==> src/rtl/pdc_pkg.sv <==
// ----------------------------------------------------------------------------
// pdc_pkg
// Shared widths, codes and types of the Pareto dominance comparator.
// ----------------------------------------------------------------------------
package pdc_pkg;

	localparam int ObjW      = 32;  // signed Q16.16 objective
	localparam int EpsW      = 31;  // unsigned Q15.16 epsilon
	localparam int ViolW     = 32;  // unsigned Q16.16 constraint violation
	localparam int ModeW     = 2;
	localparam int TolW      = 31;  // unsigned Q15.16 tolerance
	localparam int VerdW     = 2;
	localparam int CmpW      = ObjW + 2;  // room for a sum or difference, no overflow
	localparam int InDataW   = 160;
	localparam int OutDataW  = 8;
	localparam int ApbAddrW  = 3;
	localparam int ApbDataW  = 32;

	// compare modes; the unused code behaves as MODE_CON_EPS
	localparam logic [ModeW-1:0] MODE_TOL     = 2'd0;
	localparam logic [ModeW-1:0] MODE_CON_TOL = 2'd1;
	localparam logic [ModeW-1:0] MODE_CON_EPS = 2'd2;

	// verdict codes
	localparam logic [VerdW-1:0] VERDICT_NONE = 2'd0;
	localparam logic [VerdW-1:0] VERDICT_A    = 2'd1;
	localparam logic [VerdW-1:0] VERDICT_B    = 2'd2;

	// register word indexes
	localparam logic REG_MODE = 1'b0;
	localparam logic REG_TOL  = 1'b1;

	typedef struct packed {
		logic a_ok;
		logic a_strict;
		logic b_ok;
		logic b_strict;
	} cmp_flags_t;

endpackage

==> src/rtl/pareto_dominance_comparator_unit.sv <==
// ----------------------------------------------------------------------------
// pareto_dominance_comparator_unit
// Constrained Pareto dominance check of two candidates, one objective pair
// per transaction, with a verdict on the closing pair.
// ----------------------------------------------------------------------------
// Usage:
//   Stream the objective pairs of one comparison on the s_axis channel and
//   mark the final pair with s_axis_tlast; that pair also carries both
//   constraint violations. Exactly one verdict transaction leaves on m_axis
//   per comparison, none for the other pairs.
//   Set compare_mode (address 0) and tolerance (address 4) over APB while
//   the block is idle; pready is always high.
// Pipeline and throughput:
//   A pair is registered at acceptance, tested and folded into the running
//   flags in the next cycle; a verdict enters the output register as its
//   closing pair leaves the input register. One pair is taken every cycle
//   but for a stalled closing pair; the tests are four 34-bit input compares.
// Reset:
//   arst_n clears both pipeline valids, sets the flags to their idle state
//   (never worse set, strictly better clear) and mode and tolerance to zero.
// Stall:
//   While a verdict waits for m_axis_tready, pairs that are not last still
//   advance; a closing pair holds in the input register and s_axis_tready
//   drops until the waiting verdict is taken.
// ----------------------------------------------------------------------------
module pareto_dominance_comparator_unit (
	input  logic                              clk,
	input  logic                              arst_n,
	// stream in
	input  logic                              s_axis_tvalid,
	output logic                              s_axis_tready,
	// objective_a[31:0], objective_b[63:32], epsilon[94:64],
	// violation_a[126:95], violation_b[158:127], zero[159]
	input  logic [pdc_pkg::InDataW-1:0]       s_axis_tdata,
	input  logic                              s_axis_tlast,    // last_objective
	// stream out
	output logic                              m_axis_tvalid,
	input  logic                              m_axis_tready,
	// verdict[1:0], zero[7:2]
	output logic [pdc_pkg::OutDataW-1:0]      m_axis_tdata,
	// configuration
	input  logic                              psel,
	input  logic                              penable,
	input  logic                              pwrite,
	input  logic [pdc_pkg::ApbAddrW-1:0]      paddr,
	input  logic [pdc_pkg::ApbDataW-1:0]      pwdata,
	output logic [pdc_pkg::ApbDataW-1:0]      prdata,
	output logic                              pready
);
	import pdc_pkg::*;

	// configuration registers
	logic [ModeW-1:0] mode_q;
	logic [TolW-1:0]  tol_q;

	// input stage
	logic                    valid_s1;
	logic signed [ObjW-1:0]  obj_a_s1;
	logic signed [ObjW-1:0]  obj_b_s1;
	logic [EpsW-1:0]         eps_s1;
	logic [ViolW-1:0]        viol_a_s1;
	logic [ViolW-1:0]        viol_b_s1;
	logic                    last_s1;

	// running flags
	logic a_nw_q, a_sb_q, b_nw_q, b_sb_q;
	logic a_nw_nxt, a_sb_nxt, b_nw_nxt, b_sb_nxt;

	// output register
	logic             m_valid_q;
	logic [VerdW-1:0] verdict_q;
	logic [VerdW-1:0] verdict_nxt;

	cmp_flags_t cmp;
	logic       s_accept;
	logic       out_free;
	logic       adv_s1;
	logic       cfg_wr;
	logic       con_mode;

	assign pready = 1'b1;
	assign cfg_wr = psel && penable && pwrite && pready;

	// word index is paddr[2]; byte offset bits are ignored
	always_ff @(posedge clk or negedge arst_n) begin
		if (!arst_n) begin
			mode_q <= MODE_TOL;
			tol_q  <= '0;
		end else if (cfg_wr) begin
			unique case (paddr[2])
				REG_MODE: mode_q <= pwdata[ModeW-1:0];
				default:  tol_q  <= pwdata[TolW-1:0];
			endcase
		end
	end

	always_comb begin
		unique case (paddr[2])
			REG_MODE: prdata = {{(ApbDataW-ModeW){1'b0}}, mode_q};
			default:  prdata = {{(ApbDataW-TolW){1'b0}}, tol_q};
		endcase
	end

	// Handshake: a closing pair needs a free output register to advance.
	assign out_free      = !m_valid_q || m_axis_tready;
	assign adv_s1        = valid_s1 && (!last_s1 || out_free);
	assign s_axis_tready = !valid_s1 || adv_s1;
	assign s_accept      = s_axis_tvalid && s_axis_tready;

	always_ff @(posedge clk or negedge arst_n) begin
		if (!arst_n) begin
			valid_s1 <= 1'b0;
		end else if (s_accept) begin
			valid_s1 <= 1'b1;
		end else if (adv_s1) begin
			valid_s1 <= 1'b0;
		end
	end

	// payload of the input stage, no reset
	always_ff @(posedge clk) begin
		if (s_accept) begin
			obj_a_s1  <= signed'(s_axis_tdata[31:0]);
			obj_b_s1  <= signed'(s_axis_tdata[63:32]);
			eps_s1    <= s_axis_tdata[94:64];
			viol_a_s1 <= s_axis_tdata[126:95];
			viol_b_s1 <= s_axis_tdata[158:127];
			last_s1   <= s_axis_tlast;
		end
	end

	// Mode bit 1 selects the epsilon rule, so the unused code acts as mode 2.
	pdc_objective_cmp u_cmp (
		.obj_a     (obj_a_s1),
		.obj_b     (obj_b_s1),
		.epsilon   (eps_s1),
		.tolerance (tol_q),
		.eps_mode  (mode_q[1]),
		.flags     (cmp)
	);

	// fold this pair into the flags
	assign a_nw_nxt = a_nw_q && cmp.a_ok;
	assign a_sb_nxt = a_sb_q || cmp.a_strict;
	assign b_nw_nxt = b_nw_q && cmp.b_ok;
	assign b_sb_nxt = b_sb_q || cmp.b_strict;

	assign con_mode = mode_q != MODE_TOL;

	// constraint first in constrained modes (smaller violation wins), then Pareto flags
	always_comb begin
		if (con_mode && (viol_a_s1 < viol_b_s1)) begin
			verdict_nxt = VERDICT_A;
		end else if (con_mode && (viol_a_s1 > viol_b_s1)) begin
			verdict_nxt = VERDICT_B;
		end else if (a_nw_nxt && a_sb_nxt) begin
			verdict_nxt = VERDICT_A;
		end else if (b_nw_nxt && b_sb_nxt) begin
			verdict_nxt = VERDICT_B;
		end else begin
			verdict_nxt = VERDICT_NONE;
		end
	end

	// return flags to idle after a closing pair, else advance them
	always_ff @(posedge clk or negedge arst_n) begin
		if (!arst_n) begin
			a_nw_q <= 1'b1;
			a_sb_q <= 1'b0;
			b_nw_q <= 1'b1;
			b_sb_q <= 1'b0;
		end else if (adv_s1) begin
			if (last_s1) begin
				a_nw_q <= 1'b1;
				a_sb_q <= 1'b0;
				b_nw_q <= 1'b1;
				b_sb_q <= 1'b0;
			end else begin
				a_nw_q <= a_nw_nxt;
				a_sb_q <= a_sb_nxt;
				b_nw_q <= b_nw_nxt;
				b_sb_q <= b_sb_nxt;
			end
		end
	end

	// output register: load on a closing pair, drop when taken
	always_ff @(posedge clk or negedge arst_n) begin
		if (!arst_n) begin
			m_valid_q <= 1'b0;
		end else if (adv_s1 && last_s1) begin
			m_valid_q <= 1'b1;
		end else if (m_axis_tready) begin
			m_valid_q <= 1'b0;
		end
	end

	always_ff @(posedge clk) begin
		if (adv_s1 && last_s1) begin
			verdict_q <= verdict_nxt;
		end
	end

	assign m_axis_tvalid = m_valid_q;
	assign m_axis_tdata  = {{(OutDataW-VerdW){1'b0}}, verdict_q};

	// ------------------------------------------------------------------
	// assertions
	// ------------------------------------------------------------------

	// stall only for a closing pair behind an untaken verdict
	a_stall_cause: assert property (@(posedge clk) disable iff (!arst_n)
		!s_axis_tready |-> (valid_s1 && last_s1 && m_valid_q && !m_axis_tready))
		else $error("input stalled without a waiting verdict");

	// a closing pair leaves the flags idle
	a_flags_idle: assert property (@(posedge clk) disable iff (!arst_n)
		(adv_s1 && last_s1) |=> (a_nw_q && !a_sb_q && b_nw_q && !b_sb_q))
		else $error("flags not cleared after closing pair");

	// a verdict only follows a closing pair
	a_verdict_src: assert property (@(posedge clk) disable iff (!arst_n)
		$rose(m_valid_q) |-> $past(adv_s1 && last_s1))
		else $error("verdict without closing pair");

	// never the unused verdict code
	a_verdict_code: assert property (@(posedge clk) disable iff (!arst_n)
		m_valid_q |-> (verdict_q == VERDICT_NONE || verdict_q == VERDICT_A ||
			verdict_q == VERDICT_B))
		else $error("illegal verdict code");

endmodule

==> src/rtl/pdc_objective_cmp.sv <==
// ----------------------------------------------------------------------------
// pdc_objective_cmp
// Per-objective tests for one A/B pair under tolerance or epsilon rules.
// ----------------------------------------------------------------------------
module pdc_objective_cmp (
	input  logic signed [pdc_pkg::ObjW-1:0] obj_a,
	input  logic signed [pdc_pkg::ObjW-1:0] obj_b,
	input  logic        [pdc_pkg::EpsW-1:0] epsilon,
	input  logic        [pdc_pkg::TolW-1:0] tolerance,
	input  logic                            eps_mode,
	output pdc_pkg::cmp_flags_t             flags
);
	import pdc_pkg::*;

	logic signed [CmpW-1:0] a_x;
	logic signed [CmpW-1:0] b_x;
	logic signed [CmpW-1:0] off_x;
	logic signed [CmpW-1:0] tol_x;
	logic signed [CmpW-1:0] b_plus_t;
	logic signed [CmpW-1:0] a_plus_t;
	logic signed [CmpW-1:0] b_minus_o;
	logic signed [CmpW-1:0] a_minus_o;

	assign a_x   = CmpW'(obj_a);
	assign b_x   = CmpW'(obj_b);
	assign tol_x = signed'({{(CmpW-TolW){1'b0}}, tolerance});
	// epsilon and tolerance share the strict-test subtractor
	assign off_x = eps_mode ? signed'({{(CmpW-EpsW){1'b0}}, epsilon}) : tol_x;

	assign b_plus_t  = b_x + tol_x;
	assign a_plus_t  = a_x + tol_x;
	assign b_minus_o = b_x - off_x;
	assign a_minus_o = a_x - off_x;

	always_comb begin
		if (eps_mode) begin
			flags.a_ok     = a_x <= b_x;
			flags.a_strict = a_x < b_minus_o;
			flags.b_ok     = b_x <= a_x;
			flags.b_strict = b_x < a_minus_o;
		end else begin
			flags.a_ok     = a_x <= b_plus_t;
			flags.a_strict = a_x <= b_minus_o;
			flags.b_ok     = b_x <= a_plus_t;
			flags.b_strict = b_x <= a_minus_o;
		end
	end

endmodule

==> config.mk <==
export PLATFORM = sky130hd
export DESIGN_NAME = pareto_dominance_comparator_unit
export DESIGN_NICKNAME = d
export VERILOG_FILES = /design/src/rtl/pdc_pkg.sv /design/src/rtl/pareto_dominance_comparator_unit.sv /design/src/rtl/pdc_objective_cmp.sv
export SDC_FILE = /design/constraint.sdc
export NUM_CORES = 1
export LEC_CHECK = 0
export ABC_AREA = 0
export BUFFER_PORTS_ARGS = -buffer_cell sky130_fd_sc_hd__buf_4
export CORE_MARGIN = 4
export CORE_UTILIZATION = 60
export CTS_CLUSTER_SIZE = 16
export DETAILED_ROUTE_END_ITERATION = 16
export GPL_ROUTABILITY_DRIVEN = 0
export PLACE_DENSITY = 0.93
export SYNTH_ARGS = -nofsm -noshare
export SYNTH_HDL_FRONTEND = slang
export SYNTH_SLANG_ARGS = --single-unit
==> constraint.sdc <==
create_clock -name clk -period 15.77 [get_ports clk]
set_input_delay 3.154 -clock clk [delete_from_list [all_inputs] [get_ports clk]]
set_output_delay 3.154 -clock clk [all_outputs]
set_load 0.05 [all_outputs]
==> impl_results.md <==
- Port bufs: 233
- Synth Area per Inst: 10.2 µm²
- Pre-CTS setup slack: 8.49 ns
- Post-route setup slack: 8.51 ns
- Post-synth EDFFs: 162
- Worst VDD drop: 96.5 µV
- First drt pass iteration count: 8
- Ys Warns: 0
- FFs w/ async S/R, synth: 19.4%
- Synth top cells by count: ha_1 (320), edfxtp_1 (162), a21oi_1 (145)
- Clock skew: 0.0169 ns
- Core area: 28600 µm²
- I/O Pins: 246
- Mapped Area: 17400 µm²
- Period minus WS final: 7.26 ns
- Top_reg_cell synth: edfxtp_1
- # nets final: 2477
- Iter 0 DRT Violations: 1360
- Worst EP arrival: 4.11 ns
- Layout Utilization: 71.0%
- Hold path cells: 2
- Final Hold Viols: 0
- # fillers: 1926
- FF+latch count, synth: 201
- Setup crit start kind: input port
- Pin count of the biggest net entering global routing: 87
- Clock-pin slew on the worst setup and hold paths: 0.06 ns
- Layout cells sized above 1: 17.6%
- Tcrit/Tclk final: 46.0%
- DRC errors left: 0
- CTS tree: yes
- Total clock sinks: 201
- WL/cell: 21.2 µm
- Grt total ovfl: 0
- GRT Util Overall: 30.8%
- Slew Limit Headroom: 28.4%
- Dpl hpwl: 38500 µm
- CP Capture Type: output port
- Post-CTS resize count: 0
- Post-Route WL: 49900 µm
- Antenna-violating nets left: 0
- Cell count after synthesis: 1707
- DIE AREA: 31800 µm²
- Die Wd: 178 µm
- Synth top area share: 28.0%
- Sequential share of the synthesized area: 33.6%
- Row count: 62
- Hold-fix buffers at CTS: 0
- Initial antenna violation count: 1
- Total CTS buffers: 22
- Vias in the first global route: 15292
- Synthesis-to-layout area growth: 16.8%
- Root Driver: clkbuf_16
- Max-slew violations: 0
- Clk_lat worst skew: 0.54 ns
- Number of setup buffers added after CTS: 0
- Worst slew pin tran: 1.07 ns
- Die Y: 178 µm
- Static leakage: 0.00987 µW
- Hold WC Path Type: flop to flop
- Critical Path RT: 12.62 ns
- Status: completed
- Area contributors post-synth: edfxtp_1 (28%), ha_1 (23%), a21o_1 (6.0%), dfrtp_1 (5.3%), a21oi_1 (4.2%)
- Worst hold slack: 0.552 ns
- H-Tree Level Count: 1
- Worst Path Max Fanout: 34
- First-pass GRT wire length: 77500 µm
- RSZ-0062 raised after global routing: false
- Worst r2r path cells: 24
- Initial core utilization: 60.8%
- Critical path class: input port to output port
- DR vias/cell: 6.41
- PD cells: 133 nW/µm²
- Synth area leader: edfxtp_1
- Max-cap violations: 0
- Final setup viols: 0
- Count leader, synth: ha_1
- Highest clock rate: 0.138 GHz
- Setup TNS: 0 ns
- Via count: 15067
- Netlist cell types: 76
- CTS max path bufs: 3
## final timing paths
path	slack (ns)	to	start
setup / recovery	8.51	prdata[0]	paddr[2]
hold / removal	0.55	b_nw_q	b_nw_q
setup reg to reg	9.37	verdict_q[1]	mode_q[1]
hold reg to reg	0.55	b_nw_q	b_nw_q
max in group asynchronous	12.65	mode_q[1]	arst_n
min in group asynchronous	2.64	tol_q[22]	arst_n
## cells in the final DEF, fill, tap and decap left out, types with 6 or more instances in the layout
cell type	Yosys	layout
a21o_1	140	140
nand3_1	34	34
xnor2_1	56	56
ha_1	320	320
a21boi_0	9	9
xor2_1	51	51
and3_1	20	20
nor3_1	22	22
conb_1	2	8
inv_1	117	117
mux2_2	36	36
o21ai_1	8	8
nand2_1	74	74
buf_4	8	236
or3_1	7	7
a21oi_1	145	145
a211oi_1	11	11
and2_1	37	36
mux2i_1	29	29
nor2b_1	17	17
clkbuf_16	0	22
nand2b_1	25	25
a31oi_1	15	15
dfrtp_1	37	36
nand4_1	45	45
nor4_1	7	7
o31ai_2	6	6
o21a_1	20	20
nor2_1	58	58
o21ai_0	66	66
or2_2	9	9
o21bai_1	10	10
edfxtp_1	162	162
## registers in the layout, summed over array words and instances (netlist names)
signal,flops
a_nw_q,1
eps_s1,31
a_sb_q,1
last_s1,1
viol_b_s1,32
b_nw_q,1
b_sb_q,1
tol_q,31
mode_q,2
obj_a_s1,32
m_axis_tvalid,1
valid_s1,1
obj_b_s1,32
viol_a_s1,32
verdict_q,2
## area by class of cell
class	count	area, µm²	area share (%)
Timing Repair Buffer	236	1770	8.72
Multi-Input combinational cell	1372	11000	54.3
Sequential cell	201	5840	28.8
Clock inverter	13	173	0.850
Inverter	117	439	2.16
Clock buffer	27	579	2.85
Antenna cell	1	2.50	0.0123
Tap cell	384	480	2.37
## cells by family (layout without fill, tap and decap cells)
| kind of cell | count (synthesis) | in the layout | share of synthesized area [%] |
|---|---|---|---|
| and+or+nand+nor | 371 | 371 | 11.2 |
| muxes | 65 | 65 | 4.00 |
| AOI/OAI and AO/OA | 497 | 497 | 19.1 |
| adders and majority gates | 324 | 324 | 23.5 |
| DFF | 201 | 201 | 33.6 |
| xor gates and xnor gates | 107 | 107 | 5.39 |
| other | 2 | 9 | 0.0432 |
| buffers and inverters | 140 | 393 | 3.19 |
## layer usage
layer	track usage, %	routed length (µm)	vias to the layer above	share of wire [%]
met2	52.2	23200	804	47
met3	5.87	4370	212	8.8
met4	14.4	2840	2	5.7
li1	-	-	6948	-
met1	38.0	19400	7101	39
met5	0	16	-	0.032
## stage by stage
step | area (µm²) | cells | total power, µW
after floorplan | 17400 | 1713 | 1740
after global placement | 19600 | 2310 | 2030
after detailed placement | 19600 | 2310 | 2110
after CTS | 20300 | 2350 | 2670
after global routing | 20300 | 2350 | 2870
final | 20300 | 2351 | 2690
## worst max-delay path, stage by stage
cell and delay (ns):
buf_4 0.36, mux2_2 0.40, buf_4 0.19
## report_power, final
part	internal, µW	total [µW]	switching (µW)
Clock	314	533	220
Combinational	634	1460	826
Sequential	633	700	66.9
Note: power is estimated with default switching activity, not from simulation.
